[config.mk]
export PLATFORM = sky130hd
export DESIGN_NAME = swl_ctrl
export DESIGN_NICKNAME = d
export VERILOG_FILES = /design/src/rtl/core/swl_pkg.sv /design/src/rtl/core/swl_cmp.sv /design/src/rtl/core/swl_ctrl.sv
export VERILOG_INCLUDE_DIRS = /design/src /design/src/rtl/core
export SDC_FILE = /design/constraint.sdc
export NUM_CORES = 1
export LEC_CHECK = 0
export BUFFER_PORTS_ARGS = -buffer_cell sky130_fd_sc_hd__clkbuf_2
export CORE_MARGIN = 8
export CORE_UTILIZATION = 59
export DETAILED_ROUTE_END_ITERATION = 8
export PLACE_DENSITY = 0.87
export SLEW_MARGIN = 30
export SYNTH_ARGS = -nofsm -noshare
export SYNTH_HDL_FRONTEND = slang
export SYNTH_SLANG_ARGS = --single-unit
[constraint.sdc]
create_clock -name clk -period 6 [get_ports clk]
set_input_delay 0.9 -clock clk [delete_from_list [all_inputs] [get_ports clk]]
set_output_delay 0.9 -clock clk [all_outputs]
set_load 0.1 [all_outputs]
[src/rtl/core/sorted_word_list_membership_core_macros.svh]
// ----------------------------------------------------------------------------
// sorted word list membership core: assertion macros
// clocked on clk, held off while rst_n is low
// ----------------------------------------------------------------------------
`ifndef SORTED_WORD_LIST_MEMBERSHIP_CORE_MACROS_SVH
`define SORTED_WORD_LIST_MEMBERSHIP_CORE_MACROS_SVH

// plain property check
`define SWL_ASSERT(label, prop, msg) \
    label: assert property (@(posedge clk) disable iff (!rst_n) (prop)) \
        else $error(msg);

// implication check, antecedent and consequent in the same cycle
`define SWL_ASSERT_IMPL(label, ante, cons, msg) \
    label: assert property (@(posedge clk) disable iff (!rst_n) (ante) |-> (cons)) \
        else $error(msg);

`endif

[src/rtl/core/swl_pkg.sv]
// ----------------------------------------------------------------------------
// swl_pkg
// shared types and constants of the sorted word list membership core
// ----------------------------------------------------------------------------
package swl_pkg;

    localparam int TABLE_DEPTH_DEF = 1024;
    localparam int WORD_CHARS_DEF  = 4;

    localparam int CHAR_W        = 16;
    localparam int LEN_W         = 3;
    localparam int IN_CHARS      = 4;
    localparam int KEY_LEN_LSB   = IN_CHARS * CHAR_W;
    localparam int IN_TDATA_W    = 72;
    localparam int IN_TUSER_W    = 2;
    localparam int OUT_TDATA_W   = 8;

    typedef enum logic
    {
        OP_INSERT = 1'b0,
        OP_LOOKUP = 1'b1
    } op_t;

    typedef enum logic [1:0]
    {
        STATUS_OK      = 2'd0,
        STATUS_FULL    = 2'd1,
        STATUS_BAD_LEN = 2'd2
    } status_t;

    typedef enum logic [1:0]
    {
        CMP_LT,
        CMP_EQ,
        CMP_GT
    } cmp_t;

    typedef enum logic [2:0]
    {
        ST_IDLE,
        ST_CHECK,
        ST_SEARCH,
        ST_COMPARE,
        ST_SHIFT_RD,
        ST_SHIFT_WR,
        ST_PLACE,
        ST_DONE
    } state_t;

    typedef struct packed
    {
        op_t              op;
        logic             sel;
        logic [LEN_W-1:0] len;
        logic             bad_len;
    } job_ctl_t;

    typedef struct packed
    {
        logic    found;
        status_t status;
    } result_t;

endpackage

[src/rtl/core/swl_cmp.sv]
// ----------------------------------------------------------------------------
// swl_cmp
// orders a zero padded key against a stored entry: characters first, then length
// ----------------------------------------------------------------------------
module swl_cmp #(
    parameter int WORD_CHARS = swl_pkg::WORD_CHARS_DEF
) (
    input  logic [WORD_CHARS*swl_pkg::CHAR_W-1:0] key,
    input  logic [swl_pkg::LEN_W-1:0]             key_len,
    input  logic [WORD_CHARS*swl_pkg::CHAR_W-1:0] entry,
    output swl_pkg::cmp_t                         result
);

    localparam int CW = swl_pkg::CHAR_W;

    always_comb
    begin
        logic                       run;
        logic                       decided;
        logic [swl_pkg::LEN_W-1:0]  elen;
        swl_pkg::cmp_t              lex;
        run     = 1'b1;
        decided = 1'b0;
        elen    = '0;
        lex     = swl_pkg::CMP_EQ;
        for (int i = 0; i < WORD_CHARS; i++)
        begin
            // stored length: characters before the first zero
            if (run && entry[i*CW +: CW] != '0)
            begin
                elen = elen + 1'b1;
            end
            else
            begin
                run = 1'b0;
            end
            if (!decided && key[i*CW +: CW] != entry[i*CW +: CW])
            begin
                lex     = (key[i*CW +: CW] < entry[i*CW +: CW]) ? swl_pkg::CMP_LT
                                                                 : swl_pkg::CMP_GT;
                decided = 1'b1;
            end
        end
        priority if (lex != swl_pkg::CMP_EQ)
        begin
            result = lex;
        end
        else if (key_len < elen)
        begin
            result = swl_pkg::CMP_LT;
        end
        else if (key_len > elen)
        begin
            result = swl_pkg::CMP_GT;
        end
        else
        begin
            result = swl_pkg::CMP_EQ;
        end
    end

endmodule

[src/rtl/core/swl_ctrl.sv]
// ----------------------------------------------------------------------------
// swl_ctrl
// sequencer: length and full checks, binary search, shift-up insert, counts
// ----------------------------------------------------------------------------
`include "sorted_word_list_membership_core_macros.svh"

module swl_ctrl #(
    parameter int TABLE_DEPTH = swl_pkg::TABLE_DEPTH_DEF,
    parameter int WORD_CHARS  = swl_pkg::WORD_CHARS_DEF
) (
    input  logic                                  clk,
    input  logic                                  rst_n,
    input  logic                                  start,
    input  swl_pkg::job_ctl_t                     job,
    input  logic [WORD_CHARS*swl_pkg::CHAR_W-1:0] job_key,
    output logic                                  idle,
    output logic                                  res_valid,
    output swl_pkg::result_t                      res,
    input  logic                                  out_ready,
    output logic                                  mem_sel,
    output logic                                  rd_en,
    output logic [$clog2(TABLE_DEPTH)-1:0]        rd_addr,
    input  logic [WORD_CHARS*swl_pkg::CHAR_W-1:0] rd_data,
    output logic                                  wr_en,
    output logic [$clog2(TABLE_DEPTH)-1:0]        wr_addr,
    output logic [WORD_CHARS*swl_pkg::CHAR_W-1:0] wr_data
);

    localparam int ENTRY_W = WORD_CHARS * swl_pkg::CHAR_W;
    localparam int IDX_W   = $clog2(TABLE_DEPTH);
    localparam int CNT_W   = $clog2(TABLE_DEPTH + 1);

    swl_pkg::state_t            state_reg, state_next;
    logic [CNT_W-1:0]           stop_count_reg, stop_count_next;
    logic [CNT_W-1:0]           measure_count_reg, measure_count_next;
    swl_pkg::op_t               op_reg, op_next;
    logic                       sel_reg, sel_next;
    logic [swl_pkg::LEN_W-1:0]  len_reg, len_next;
    logic                       bad_reg, bad_next;
    logic [ENTRY_W-1:0]         key_reg, key_next;
    logic [CNT_W-1:0]           lo_reg, lo_next;
    logic [CNT_W-1:0]           hi_reg, hi_next;
    logic [IDX_W-1:0]           mid_reg, mid_next;
    logic [IDX_W-1:0]           j_reg, j_next;
    logic                       found_reg, found_next;
    swl_pkg::status_t           status_reg, status_next;

    logic [CNT_W-1:0]           n_cur;
    logic                       is_full;
    logic                       lo_lt_hi;
    logic                       j_gt_lo;
    logic [CNT_W-1:0]           mid_full;
    logic                       is_insert;
    swl_pkg::cmp_t              cmp_res;

    swl_cmp #(
        .WORD_CHARS (WORD_CHARS)
    ) u_cmp (
        .key     (key_reg),
        .key_len (len_reg),
        .entry   (rd_data),
        .result  (cmp_res)
    );

    assign n_cur     = sel_reg ? measure_count_reg : stop_count_reg;
    assign is_full   = (n_cur >= CNT_W'(TABLE_DEPTH));
    assign lo_lt_hi  = (lo_reg < hi_reg);
    assign j_gt_lo   = (CNT_W'(j_reg) > lo_reg);
    assign mid_full  = lo_reg + ((hi_reg - lo_reg) >> 1);
    assign is_insert = (op_reg == swl_pkg::OP_INSERT);

    // next state
    always_comb
    begin
        state_next = state_reg;
        unique case (state_reg)
            swl_pkg::ST_IDLE:
            begin
                if (start)
                begin
                    state_next = swl_pkg::ST_CHECK;
                end
            end
            swl_pkg::ST_CHECK:
            begin
                if (is_insert && (bad_reg || is_full))
                begin
                    state_next = swl_pkg::ST_DONE;
                end
                else
                begin
                    state_next = swl_pkg::ST_SEARCH;
                end
            end
            swl_pkg::ST_SEARCH:
            begin
                priority if (lo_lt_hi)
                begin
                    state_next = swl_pkg::ST_COMPARE;
                end
                else if (!is_insert)
                begin
                    state_next = swl_pkg::ST_DONE;
                end
                else
                begin
                    state_next = swl_pkg::ST_SHIFT_RD;
                end
            end
            swl_pkg::ST_COMPARE:
            begin
                if (!is_insert && cmp_res == swl_pkg::CMP_EQ)
                begin
                    state_next = swl_pkg::ST_DONE;
                end
                else
                begin
                    state_next = swl_pkg::ST_SEARCH;
                end
            end
            swl_pkg::ST_SHIFT_RD:
            begin
                state_next = j_gt_lo ? swl_pkg::ST_SHIFT_WR : swl_pkg::ST_PLACE;
            end
            swl_pkg::ST_SHIFT_WR:
            begin
                state_next = swl_pkg::ST_SHIFT_RD;
            end
            swl_pkg::ST_PLACE:
            begin
                state_next = swl_pkg::ST_DONE;
            end
            swl_pkg::ST_DONE:
            begin
                if (out_ready)
                begin
                    state_next = swl_pkg::ST_IDLE;
                end
            end
        endcase
    end

    // datapath
    always_comb
    begin
        stop_count_next    = stop_count_reg;
        measure_count_next = measure_count_reg;
        op_next            = op_reg;
        sel_next           = sel_reg;
        len_next           = len_reg;
        bad_next           = bad_reg;
        key_next           = key_reg;
        lo_next            = lo_reg;
        hi_next            = hi_reg;
        mid_next           = mid_reg;
        j_next             = j_reg;
        found_next         = found_reg;
        status_next        = status_reg;
        unique case (state_reg)
            swl_pkg::ST_IDLE:
            begin
                if (start)
                begin
                    op_next     = job.op;
                    sel_next    = job.sel;
                    len_next    = job.len;
                    bad_next    = job.bad_len;
                    key_next    = job_key;
                    found_next  = 1'b0;
                    status_next = swl_pkg::STATUS_OK;
                end
            end
            swl_pkg::ST_CHECK:
            begin
                lo_next = '0;
                hi_next = n_cur;
                // length check wins over the full check
                if (is_insert && bad_reg)
                begin
                    status_next = swl_pkg::STATUS_BAD_LEN;
                end
                else if (is_insert && is_full)
                begin
                    status_next = swl_pkg::STATUS_FULL;
                end
            end
            swl_pkg::ST_SEARCH:
            begin
                mid_next = mid_full[IDX_W-1:0];
                if (!lo_lt_hi && is_insert)
                begin
                    j_next = n_cur[IDX_W-1:0];
                end
            end
            swl_pkg::ST_COMPARE:
            begin
                // insert goes after equal words
                priority if (!is_insert && cmp_res == swl_pkg::CMP_EQ)
                begin
                    found_next = 1'b1;
                end
                else if (cmp_res == swl_pkg::CMP_LT)
                begin
                    hi_next = CNT_W'(mid_reg);
                end
                else
                begin
                    lo_next = CNT_W'(mid_reg) + 1'b1;
                end
            end
            swl_pkg::ST_SHIFT_RD:
            begin
            end
            swl_pkg::ST_SHIFT_WR:
            begin
                j_next = j_reg - 1'b1;
            end
            swl_pkg::ST_PLACE:
            begin
                if (sel_reg)
                begin
                    measure_count_next = measure_count_reg + 1'b1;
                end
                else
                begin
                    stop_count_next = stop_count_reg + 1'b1;
                end
            end
            swl_pkg::ST_DONE:
            begin
            end
        endcase
    end

    // outputs
    always_comb
    begin
        idle      = (state_reg == swl_pkg::ST_IDLE);
        res_valid = (state_reg == swl_pkg::ST_DONE);
        mem_sel   = sel_reg;
        rd_en     = 1'b0;
        rd_addr   = mid_full[IDX_W-1:0];
        wr_en     = 1'b0;
        wr_addr   = lo_reg[IDX_W-1:0];
        wr_data   = key_reg;
        unique case (state_reg)
            swl_pkg::ST_SEARCH:
            begin
                rd_en = lo_lt_hi;
            end
            swl_pkg::ST_SHIFT_RD:
            begin
                rd_en   = j_gt_lo;
                rd_addr = j_reg - 1'b1;
            end
            swl_pkg::ST_SHIFT_WR:
            begin
                wr_en   = 1'b1;
                wr_addr = j_reg;
                wr_data = rd_data;
            end
            swl_pkg::ST_PLACE:
            begin
                wr_en = 1'b1;
            end
            swl_pkg::ST_IDLE, swl_pkg::ST_CHECK, swl_pkg::ST_COMPARE, swl_pkg::ST_DONE:
            begin
            end
        endcase
        res.found  = found_reg;
        res.status = status_reg;
    end

    always_ff @(posedge clk or negedge rst_n)
    begin
        if (!rst_n)
        begin
            state_reg         <= swl_pkg::ST_IDLE;
            stop_count_reg    <= '0;
            measure_count_reg <= '0;
        end
        else
        begin
            state_reg         <= state_next;
            stop_count_reg    <= stop_count_next;
            measure_count_reg <= measure_count_next;
        end
    end

    always_ff @(posedge clk)
    begin
        op_reg     <= op_next;
        sel_reg    <= sel_next;
        len_reg    <= len_next;
        bad_reg    <= bad_next;
        key_reg    <= key_next;
        lo_reg     <= lo_next;
        hi_reg     <= hi_next;
        mid_reg    <= mid_next;
        j_reg      <= j_next;
        found_reg  <= found_next;
        status_reg <= status_next;
    end

    `SWL_ASSERT_IMPL(a_compare_after_read, state_reg == swl_pkg::ST_COMPARE, $past(state_reg) == swl_pkg::ST_SEARCH, "compare without a preceding table read")
    `SWL_ASSERT_IMPL(a_compare_in_range, state_reg == swl_pkg::ST_COMPARE, lo_reg < hi_reg, "compare with an empty search window")
    `SWL_ASSERT_IMPL(a_shift_above_slot, state_reg == swl_pkg::ST_SHIFT_WR, CNT_W'(j_reg) > lo_reg, "shift write at or below the insert slot")
    `SWL_ASSERT(a_stop_count_on_place, !$stable(stop_count_reg) |-> ($past(state_reg) == swl_pkg::ST_PLACE && !$past(sel_reg)), "stop count changed outside a placement")
    `SWL_ASSERT(a_measure_count_on_place, !$stable(measure_count_reg) |-> ($past(state_reg) == swl_pkg::ST_PLACE && $past(sel_reg)), "measure count changed outside a placement")

endmodule

; ---- Yosys cells after proc, flatten, opt, wreduce, memory -nomap -nowiden
; Index checks and enable logic that the tools add are counted.
[op_classes]
n_addsub = 9
magnitude_cmp = 9
n_eq_ne = 21
muxes = 50
n_bitwise = 2
reduce_logical = 36
[ops]
columns = op, count
row1 = < comparator 16 bit, 4
row2 = 2-to-1 mux 64 bit, 1
row3 = != test 16 bit, 4
row4 = nonzero test 16 bit, 4
row5 = 2-to-1 mux 11 bit, 5
row6 = case mux 11 bit (2 select lines), 2
row7 = 2-to-1 mux 2 bit, 16
row8 = 2-to-1 mux 10 bit, 3
row9 = 2-to-1 mux 3 bit, 8
row10 = case mux 3 bit (8 select lines), 1
row11 = "adder 11 x 1 -> 11 bit, second input constant", 2
row12 = case mux 10 bit (2 select lines), 1
row13 = "equality test 3 bit, second input constant", 4
row14 = "!= test 2 bit, second input constant", 6
row15 = AND reduction 3 bit, 4
row16 = "adder 10 x 1 -> 11 bit, second input constant", 1
row17 = ">= comparator 11 bit, second input constant", 1
row18 = greater-than comparator 10 x 11 -> 1 bit, 1
row19 = logical AND 1 bit, 11
row20 = < comparator 11 bit, 1
row21 = subtractor 11 bit, 1
row22 = adder 10 bit, 1
row23 = 2-to-1 mux 1 bit, 10
row24 = AND reduction 2 bit, 5
row25 = 18 further kinds, 30
[word_totals]
register_bits = 140
input_bits = 138
output_inout_bits = 92
wordCells = 141

; ---- Depth between registers and ports, before layout
; Gate-level depths: netlist of the first run.
[logic_depth]
depth_word = 17
ltp_mapped = 15

; ---- Hierarchy
; From an unflattened synthesis of the first run, not the netlist that was laid out.
[hier_totals]
cells_unflattened = 875
hier_area_um2 = 9469.1
[modules_own_cells]
columns = mod, instances, cells_per_inst, area_each_um2
row1 = swl_ctrl, 1, 615, 7569.8
row2 = swl_cmp, 1, 260, 1899.3

; ---- Least setup slack after synthesis of the first run
; Ideal clock, no wire load.
[synth_path]
path_type = register to register
from = reg state_reg[1]
to = reg bad_reg, enable pin
setup_ps = 424
arrival_ps = 4437
required_time_ps = 5576
setup_slack_ps = 1139
path_stages_with_launch = 5
n_path_buf = 1
period_less_slack_ps = 4861
path_cell_list = dfrtp_1 > clkbuf_8 > nor3_1 > nand2_1 > inv_1
[synth_via]
elab_chain_len = 2
[synth_rtl]
columns = item, line
row1 = from (decl), swl_ctrl.sv:33  ; swl_pkg::state_t state_reg, state_next;
row2 = from (signal assigned), swl_ctrl.sv:278  ; state_reg <= swl_pkg::ST_IDLE;
row3 = from (signal assigned), swl_ctrl.sv:284  ; state_reg <= state_next;
row4 = zero test 3 bit, n/a
row5 = via idle, swl_ctrl.sv:16  ; output logic idle,
row6 = AND reduction 2 bit (no line), n/a
row7 = to (signal assigned), swl_ctrl.sv:295  ; bad_reg <= bad_next;
row8 = to (decl), swl_ctrl.sv:39  ; logic bad_reg, bad_next;
; The timed path passes the listed nets, and every way through them passes these cells.
; A chain may end at the register's enable or synchronous reset.

; ---- Worst setup path in the final report of the first run
[layout_path]
from = reg lo_reg[1]
to = out rd_addr[9]
[layout_via]
elab_chain_len = 3
[layout_rtl]
columns = item, line
row1 = from (decl), swl_ctrl.sv:41  ; logic [CNT_W-1:0] lo_reg, lo_next;
row2 = from (signal assigned), swl_ctrl.sv:297  ; lo_reg <= lo_next;
row3 = subtractor 11 bit, swl_ctrl.sv:69  ; assign mid_full = lo_reg + ((hi_reg - lo_reg) >> 1);
row4 = adder 10 bit (*), swl_ctrl.sv:69
row5 = via mid_full[9], swl_ctrl.sv:52  ; logic [CNT_W-1:0] mid_full;
row6 = 2-to-1 mux 10 bit (*), swl_ctrl.sv:246  ; unique case (state_reg)
row7 = to (decl), swl_ctrl.sv:22  ; output logic [$clog2(TABLE_DEPTH)-1:0] rd_addr,
; The timed path passes the listed nets; every way through them passes the cells marked *.

==> results of run 1 <==
layout by cell type (no fill, tap or decap), drive strengths merged, types with 2 or more instances in the layout:
cell	netlist	final
nand4	26	26
xor2	22	22
nor2	57	57
a21oi	44	44
a211oi	3	3
nand2b	5	5
o311ai	2	2
nor3	12	12
o21a	4	4
a31o	2	2
o21bai	2	2
o211ai	6	6
a2111oi	2	2
a31oi	6	6
clkinv	0	8
inv	95	97
ha	102	102
buf	5	6
o2111ai	2	2
clkbuf	22	249
mux2i	18	18
o31ai	6	6
mux2	16	16
nor2b	12	12
a21boi	2	2
or3	4	4
o31a	2	2
nand3	26	26
a21o	15	15
nand2	107	107
edfxtp	115	115
and2	8	8
o41ai	3	3
nor4	23	23
xnor2	29	29
fa	2	2
and3	10	10
and4	3	3
o21ai	89	89
dfrtp	25	25
worst max-delay path, delay by kind of cell, from the launching register on:
family                     cells  cell delay [ps]
AOI/OAI and AO/OA              5             1430
buffers and inverters          2              630
adders and majority gates      2              610
xor gates and xnor gates       2              460
DFF                            1              450
and+or+nand+nor                3              410
through the flow:
step           area (µm²)  power, mW  cells
5_1_grt             11200       6.31   1399
2_1_floorplan        9280       4.45    943
4_1_cts             11200       6.07   1399
6_report            11200       6.07   1399
3_3_place_gp        10600       5.03   1367
3_5_place_dp        10600       5.09   1367
power groups by stage:
stage | Sequential (mW) | Combinational, mW | Clock (mW)
6_report | 1.43 | 3.66 | 0.982
3_5_place_dp | 1.44 | 3.65 | 0
3_3_place_gp | 1.43 | 3.60 | 0
2_1_floorplan | 1.38 | 3.07 | 0
4_1_cts | 1.42 | 3.66 | 0.987
5_1_grt | 1.44 | 3.84 | 1.02
worst min-delay path by stage:
stage / slack (ps) / startpoint / to / depth (start not counted)
after floorplan: 440 / measure_count_reg[10] / measure_count_reg[10] / 1
after global placement: 450 / measure_count_reg[10] / measure_count_reg[10] / 1
after detailed placement: 460 / measure_count_reg[10] / measure_count_reg[10] / 1
after CTS: 460 / measure_count_reg[10] / measure_count_reg[10] / 1
after global routing: 490 / measure_count_reg[10] / measure_count_reg[10] / 1
final: 460 / measure_count_reg[10] / measure_count_reg[10] / 1
final cells by class:
type,instances,area (µm²),area share
multi-input cells,681,4740,0.424
inverters,95,357,0.0319
clock inverters,12,101,0.00907
flip-flops and latches,140,4080,0.365
clock buffers,20,437,0.0391
well taps,216,270,0.0242
repair buffers,235,1190,0.107
cells by family after synthesis:
family,count (synthesis),share of synthesized area
AOI/OAI and AO/OA,194,0.125
DFF,140,0.440
xor gates and xnor gates,51,0.0481
buffers and inverters,122,0.0516
muxes,34,0.0388
adders and majority gates,104,0.142
and+or+nand+nor,298,0.155
layer usage:
| layer | part of all wire | vias up | routed length [µm] | track usage |
|---|---|---|---|---|
| li1 | - | 3853 | - | - |
| met1 | 0.37 | 3796 | 9940 | 0.287 |
| met2 | 0.51 | 367 | 13900 | 0.488 |
| met3 | 0.077 | 81 | 2070 | 0.0773 |
| met4 | 0.040 | 0 | 1070 | 0.132 |
| met5 | 0 | - | 0 | 0 |
==> flow_metrics.env, run 1 <==
export IMPL_nets=1412
export IMPL_cts_max_path_buffers=2
export IMPL_tightest_slew_ps=961
export IMPL_drtIter0Drc=540
export IMPL_ir_drop_v=0.000434
export IMPL_synth_area_per_cell_um2=9.84
export IMPL_path_max_fanout=5
export IMPL_worst_clock_skew_ps=13.3
export IMPL_rsz0062_at_grt="no"
export IMPL_path_cells="inv_1 > ha_1 > nor2b_1 > o2111ai_1 > nand3b_1 > xor2_1 > ha_1 > nand3_1 > o211ai_1 > o41ai_1 > o21ai_0 > xnor2_1 > o21a_1 > clkbuf_2"
export IMPL_critPathCaptureType="primary output"
export IMPL_antenna_found_initial=0
export IMPL_p_switching_mw=3.52
export IMPL_dp_hpwl_um=21200
export IMPL_start_kind="register"
export IMPL_critPathKind="reg -> out"
export IMPL_setup_ws_ps=684
export IMPL_post_cts_resized=0
export IMPL_reg2reg_depth=12
export IMPL_fillerInstances=1192
export IMPL_hold_viol_final=0
export IMPL_grt_pass1_vias=8500
export IMPL_die_w_um=141
export IMPL_postRouteAntennaNets=0
export IMPL_cts_root_buf="clkbuf_16"
export IMPL_synth_edf_count=115
export IMPL_diodes=0
export IMPL_core_area_mm2=0.0157
export IMPL_clkPwrFrac=0.162
export IMPL_hold_slack_ps=459
export IMPL_syn_num_nets=1185
export IMPL_maxCapViolations=0
export IMPL_firstDrtPassIters=5
export IMPL_synth_top_cell_area_share=0.372
export IMPL_final_util=0.714
export IMPL_cp_slowest_stage_delay_ps=630
export IMPL_cts_buffers_inserted=17
export IMPL_clk_pin_slew_ps=60
export IMPL_ys_types=59
export IMPL_rows=46
export IMPL_start_util=0.593
export IMPL_power_density_mw_per_mm2=543
export IMPL_synth_common_cells="edfxtp_1, nand2_1, ha_1"
export IMPL_yosysMostFrequentCell="edfxtp_1"
export IMPL_r2r_start="lo_reg[1]"
export IMPL_ys_ff_latch=140
export IMPL_netlist_area_mm2=0.00928
export IMPL_cts_hold_buffers_added=0
export IMPL_r2r_end="mid_reg[9]"
export IMPL_largest_reg_flops=64
export IMPL_cpMostUsedCell="ha_1"
export IMPL_fin_crit_ps=5320
export IMPL_p_int_mw=2.55
export IMPL_drt_total_wl_um=27000
export IMPL_post_route_period_util=0.886
export IMPL_overflow=0
export IMPL_min_path_type="reg -> reg"
export IMPL_track_usage=0.271
export IMPL_setup_violations=0
export IMPL_yosysWarnings=0
export IMPL_clock_fmax_ghz=0.188
export IMPL_dieHeight_um=141
export IMPL_wire_per_inst_um=19.3
export IMPL_p_comb_frac=0.603
export IMPL_synthTopCellsByArea="edfxtp_1, ha_1, dfrtp_1"
export IMPL_yosys_area_top_type="edfxtp_1"
export IMPL_grt_max_degree=95
export IMPL_vias=8097
export IMPL_status="completed"
export IMPL_setup_tns_final_ps=0
export IMPL_pre_cts_ws_ps=1200
export IMPL_cp_startpoint="lo_reg[1]"
export IMPL_ys_flop_type="edfxtp_1"
export IMPL_synthCells=943
export IMPL_die_area_mm2=0.0200
export IMPL_critPathRequiredTime_ps=5100
export IMPL_vias_per_cell=5.79
export IMPL_pwr_share_seq=0.235
export IMPL_num_io_pins=230
export IMPL_leakage_nw=5.33
export IMPL_drive_gt1_frac=0.247
export IMPL_area_growth_pct=20.5
export IMPL_synth_async_reset_ratio=0.179
export IMPL_cts_sinks=140
export IMPL_gp_congestion=0.912
export IMPL_slew_headroom=0.359
export IMPL_finalMaxSlewViolations=0
export IMPL_rrSetupSlack_ps=2460
export IMPL_ys_seq_area_frac=0.440
export IMPL_cp_slowest_cell="o41ai_1"
export IMPL_portBuffers=229
export IMPL_critPathArrivalTime_ps=4420
export IMPL_htreeDepth=4
export IMPL_cts_tree="built"
export IMPL_insertion_delay_ps=430
export IMPL_cts_setup_buffers=0
export IMPL_drt_drc_violations_left=0
export IMPL_crit_end="rd_addr[9]"
export IMPL_grt_pass1_wl_um=42300
export IMPL_p_sw_frac=0.580
Power figures use the tool's default switching activity.
==> inputs of run 2 (changes only) <==
ABC_AREA = 1   (was default)
==> run 2 against run 1 <==
  * Register-to-register slack improved by 400 ps
  * Sequential cell count unchanged
  * Routed wire length is 2.5% higher
  * Via count rose by 7.3%
  * First-iteration DRC count is 42% higher
  * Non-clock buffer count did not move
  * Clock skew shrank 5.0 ps
  * Die area grew 1.5%
==> flow_metrics.env, run 2 <==
export IMPL_synth_compound_area_frac=0.116
export IMPL_cts_tree="built"
export IMPL_final_common_cell="nand2_1"
export IMPL_tightest_slew_ps=856
export IMPL_synth_edf_count=115
export IMPL_dieHeight_um=142
export IMPL_cts_setup_buffers=0
export IMPL_hold_path_end="measure_count_reg[10]"
export IMPL_min_path_type="reg -> reg"
export IMPL_synthTopCellsByArea="edfxtp_1, ha_1, nand2_1"
export IMPL_area_growth_pct=20.5
export IMPL_diodes=0
export IMPL_multi_input_area_mm2=0.00465
export IMPL_cp_slowest_cell="clkbuf_2"
export IMPL_synth_common_cells="nand2_1, inv_1, o21ai_0"
export IMPL_num_io_pins=230
export IMPL_seq_area_mm2=0.00408
export IMPL_critPathCaptureType="primary output"
export IMPL_grt_pass1_vias=8729
export IMPL_overflow=0
export IMPL_status="completed"
export IMPL_cts_root_buf="clkbuf_16"
export IMPL_critPathKind="reg -> out"
export IMPL_drt_total_wl_um=27600
export IMPL_drtIter0Drc=768
export IMPL_ys_ff_latch=140
export IMPL_hold_viol_final=0
export IMPL_cp_num_buf_inv=4
export IMPL_portBuffers=229
export IMPL_grt_pass1_wl_um=43300
export IMPL_synth_top_family_by_area="simple AND/OR/NAND/NOR gates"
export IMPL_rows=46
export IMPL_cts_buffers_inserted=17
export IMPL_synth_xor_area_frac=0.0390
export IMPL_fillerInstances=1212
export IMPL_grt_max_degree=79
export IMPL_reg2reg_depth=13
export IMPL_htreeDepth=4
export IMPL_ys_flop_type="edfxtp_1"
export IMPL_die_w_um=142
export IMPL_insertion_delay_ps=420
export IMPL_cp_slowest_stage_delay_ps=500
export IMPL_synthAdderAreaFrac=0.139
export IMPL_path_cells="inv_1 > ha_1 > inv_1 > fa_1 > a31oi_1 > o221ai_1 > xor2_1 > ha_1 > inv_1 > nor4_1 > nand2_1 > nand4_1 > xor2_1 > nand2_1 > o21ai_0 > clkbuf_2"
export IMPL_dp_hpwl_um=21900
export IMPL_drt_drc_violations_left=0
export IMPL_yosysMostFrequentCell="nand2_1"
export IMPL_antenna_found_initial=0
export IMPL_path_max_fanout=4
export IMPL_start_kind="register"
export IMPL_most_common_layout_cells="nand2_1, clkbuf_2, inv_1"
export IMPL_netlist_area_mm2=0.00944
export IMPL_track_usage=0.274
export IMPL_cts_hold_buffers_added=0
export IMPL_gp_congestion=1.00
export IMPL_postRouteAntennaNets=0
export IMPL_rrSetupSlack_ps=2860
export IMPL_cts_max_path_buffers=2
export IMPL_cp_top_family="adder cells"
export IMPL_wire_per_inst_um=17.6
export IMPL_synth_async_reset_ratio=0.179
export IMPL_clock_fmax_ghz=0.201
export IMPL_core_area_mm2=0.0158
export IMPL_syn_num_nets=1351
export IMPL_maxCapViolations=0
export IMPL_nets=1579
export IMPL_ys_seq_area_frac=0.432
export IMPL_vias=8691
export IMPL_setup_violations=0
export IMPL_hold_depth=1
export IMPL_die_area_mm2=0.0203
export IMPL_largest_reg_flops=64
export IMPL_synth_top_cell_area_share=0.366
export IMPL_ys_types=36
export IMPL_post_route_period_util=0.827
export IMPL_cts_sinks=140
export IMPL_synth_area_per_cell_um2=8.51
export IMPL_drive_gt1_frac=0.206
export IMPL_setup_tns_final_ps=0
export IMPL_critPathRequiredTime_ps=5100
export IMPL_synthSimpleGateAreaFrac=0.194
export IMPL_start_util=0.599
export IMPL_r2r_end="mid_reg[9]"
export IMPL_rsz0062_at_grt="no"
export IMPL_finalMaxSlewViolations=0
export IMPL_yosysWarnings=0
export IMPL_r2r_start="hi_reg[0]"
export IMPL_firstDrtPassIters=6
export IMPL_post_cts_resized=0
export IMPL_synthCells=1109
export IMPL_yosys_area_top_type="edfxtp_1"
export IMPL_synthMuxAreaShare=0.00225
export IMPL_vias_per_cell=5.55
export IMPL_hold_path_startpoint="measure_count_reg[10]"
export IMPL_slew_headroom=0.429
export IMPL_critPathArrivalTime_ps=4060
export IMPL_cpMostUsedCell="inv_1"
export IMPL_fin_crit_ps=4960
export IMPL_worst_clock_skew_ps=8.27
export IMPL_clk_pin_slew_ps=60
==> run 2: stage by stage <==
stage / instance area [µm²] / util / cells / hold slack (ps) / setup slack (ps)
after floorplan: 9440 / - / 1109 / 445 / 1450
after global placement: 10800 / 0.685 / 1533 / 465 / 1510
after detailed placement: 10800 / 0.686 / 1533 / 472 / 1450
after CTS: 11400 / 0.720 / 1565 / 480 / 1060
after global routing: 11400 / 0.721 / 1566 / 504 / 704
final: 11400 / 0.721 / 1566 / 472 / 1040
==> run 2: worst register-to-register path: cells and delay by family (launching register included) <==
kind,cells,cell delay (ps)
simple gates,3,570
xor+xnor,2,370
flops,1,390
buf+inv,3,230
compound gates,2,430
fa+ha+maj,3,980
==> run 2: metal layers <==
metal  track usage  up-vias  wire length (µm)
li1              -     4208                 -
met1         0.312     3971             10900
met2         0.472      440             13300
met3        0.0711       72              2480
met4         0.126        0              1000
met5             0        -                 0
==> run 2: layout make-up <==
class                      count  area share
sequential                   140       0.359
tap                          216      0.0238
inverter                     168      0.0555
timing repair buffer         235       0.105
clock inverter                 2    0.000880
clock buffer                  30      0.0470
multi-input combinational    775       0.409
==> run 2: how the worst max path moves through the flow <==
stage	start	cells past startpoint	end
after global routing	lo_reg[0]	15	rd_addr[9]
after floorplan	state_reg[0]	3	rd_en
after CTS	hi_reg[0]	16	rd_addr[9]
after global placement	rd_data[1]	15	lo_reg[3]
after detailed placement	rd_data[1]	15	hi_reg[5]
final	hi_reg[0]	16	rd_addr[9]
==> run 2: logic make-up after synthesis <==
| kind of cell | after synthesis |
|---|---|
| AO/OA/AOI/OAI | 211 |
| XOR/XNOR | 42 |
| adder cells (fa/ha/maj) | 104 |
| buffers and inverters | 194 |
| flip-flops | 140 |
| multiplexers | 2 |
| AND/OR/NAND/NOR | 416 |
Power of run 2 is left out: the tool's default activity adds up to more than one toggle a clock period on the data nets, which glitch-free logic cannot reach.
==> inputs of run 3 (changes only) <==
ABC_AREA = 0   (was 1)
CORE_UTILIZATION = 55   (was 59)
PLACE_DENSITY = 0.82   (was 0.87)
clock period = 5 ns   (was 6 ns; I/O delays follow)
==> run 3 against run 2 <==
  * Final cell count is 10% lower
  * Utilization is 4.2 points lower
  * Sequential share of layout area is 0.46 points higher
  * Sequential cell count stayed put
  * Clock-buffer cell count is 12 lower
  * Routed wire length is 3.6% lower
  * Final area is 1.3% lower
  * Non-clock buffer count is 1 lower
  * Largest cell class unchanged
==> flow_metrics.env, run 3 (synthesis gave the netlist of run 1 again) <==
export IMPL_status="completed"
export IMPL_core_area_mm2=0.0165
export IMPL_fin_crit_ps=4790
export IMPL_most_common_layout_cells="clkbuf_2, edfxtp_1, nand2_1"
export IMPL_final_util=0.680
export IMPL_multi_input_area_mm2=0.00477
export IMPL_postRouteAntennaNets=0
export IMPL_drt_drc_violations_left=0
export IMPL_fillerInstances=1245
export IMPL_dp_hpwl_um=21100
export IMPL_vias=7946
export IMPL_drive_gt1_frac=0.251
export IMPL_largest_reg_flops=64
export IMPL_die_w_um=146
export IMPL_tightest_slew_ps=880
export IMPL_seq_area_mm2=0.00408
export IMPL_reg2reg_depth=7
export IMPL_maxCapViolations=0
export IMPL_power_density_mw_per_mm2=654
export IMPL_path_max_fanout=4
export IMPL_pre_cts_ws_ps=599
export IMPL_area_growth_pct=21.0
export IMPL_critPathRequiredTime_ps=4250
export IMPL_setup_ws_ps=211
export IMPL_overflow=0
export IMPL_min_path_type="in -> async"
export IMPL_num_io_pins=230
export IMPL_rsz0062_at_grt="no"
export IMPL_hold_slack_ps=326
export IMPL_clk_pin_slew_ps=70
export IMPL_wire_per_inst_um=19.0
export IMPL_critPathKind="reg -> out"
export IMPL_cp_slowest_cell="clkbuf_2"
export IMPL_cts_max_path_buffers=2
export IMPL_cp_slowest_stage_delay_ps=460
export IMPL_hold_viol_final=0
export IMPL_critPathCaptureType="primary output"
export IMPL_track_usage=0.246
export IMPL_path_cells="ha_1 > inv_1 > fa_1 > ha_1 > fa_1 > a21o_1 > a21o_1 > a21oi_1 > o21ai_1 > a21oi_1 > xnor2_1 > mux2_2 > clkbuf_2"
export IMPL_setup_violations=0
export IMPL_insertion_delay_ps=430
export IMPL_leakage_nw=5.35
export IMPL_drtIter0Drc=649
export IMPL_grt_pass1_wl_um=41700
export IMPL_cts_buffers_inserted=17
export IMPL_nets=1411
export IMPL_drt_total_wl_um=26600
export IMPL_firstDrtPassIters=6
export IMPL_htreeDepth=4
export IMPL_vias_per_cell=5.67
export IMPL_start_kind="register"
export IMPL_post_route_period_util=0.958
export IMPL_dieHeight_um=146
export IMPL_die_area_mm2=0.0213
export IMPL_clock_fmax_ghz=0.209
export IMPL_diodes=0
export IMPL_gp_congestion=0.879
export IMPL_antenna_found_initial=0
export IMPL_grt_max_degree=96
export IMPL_cts_root_buf="clkbuf_16"
export IMPL_setup_tns_final_ps=0
export IMPL_final_common_cell="clkbuf_2"
export IMPL_finalMaxSlewViolations=0
export IMPL_grt_pass1_vias=8170
export IMPL_ir_drop_v=0.000863
export IMPL_slew_headroom=0.399
export IMPL_critPathArrivalTime_ps=4040
export IMPL_start_util=0.562
export IMPL_portBuffers=229
export IMPL_cts_tree="built"
export IMPL_worst_clock_skew_ps=10.4
export IMPL_rows=47
export IMPL_cts_sinks=140
==> run 3: worst max-delay path, delay by kind of cell (launching register included) <==
family                     cells  cell delay (ps)
adders and majority gates      4             1300
DFF                            1              450
muxes                          1              210
xor gates and xnor gates       1              170
AOI/OAI and AO/OA              5              960
buffers and inverters          2              530
==> run 3: routing by layer <==
metal  vias to the layer above  track usage  share of wire
met1                      3704        0.280           0.40
met2                       327        0.426           0.50
li1                       3865            -              -
met3                        50       0.0709          0.077
met4                         0       0.0968          0.027
met5                         -            0              0
==> run 3: layout make-up <==
| cell class | count | area share |
|---|---|---|
| clock buffers | 18 | 0.0391 |
| clock inverters | 14 | 0.00936 |
| inverters | 95 | 0.0319 |
| multi-input cells | 681 | 0.425 |
| flip-flops and latches | 140 | 0.363 |
| well taps | 220 | 0.0245 |
| repair buffers | 234 | 0.107 |
==> run 3: final timing paths <==
kind / slack, ps / from / end
max: 210 / lo_reg[0] / rd_addr[8]
min: 330 / rst_n / stop_count_reg[9]
max reg2reg: 1840 / key_reg[2] / lo_reg[0]
min reg2reg: 460 / measure_count_reg[10] / measure_count_reg[10]
max in group asynchronous: 4250 / rst_n / state_reg[2]
min in group clk: 460 / measure_count_reg[10] / measure_count_reg[10]
==> run 3: timing repair <==
| action | 4_1_cts | 5_1_grt |
|---|---|---|
| gates resized for setup | 0 | 2 |
| setup buffers | 0 | 0 |
| endpoints found under the setup margin | 0 | 2 |
| endpoints found under the hold margin | 0 | 0 |
| hold buffers | 0 | 0 |
==> run 3: metrics by stage <==
step	instance area, µm²	std cells	power [mW]
floorplan	9280	943	5.34
global placement	10700	1369	6.07
detailed placement	10700	1369	6.12
CTS	11200	1401	7.32
global route	11200	1402	7.64
finish	11200	1402	7.35
==> run 3: where the power goes <==
part | switching [mW] | internal, mW | total, mW
clock | 0.525 | 0.655 | 1.18
combinational | 3.57 | 0.886 | 4.46
sequential | 0.200 | 1.51 | 1.71
total | 4.30 | 3.05 | 7.35
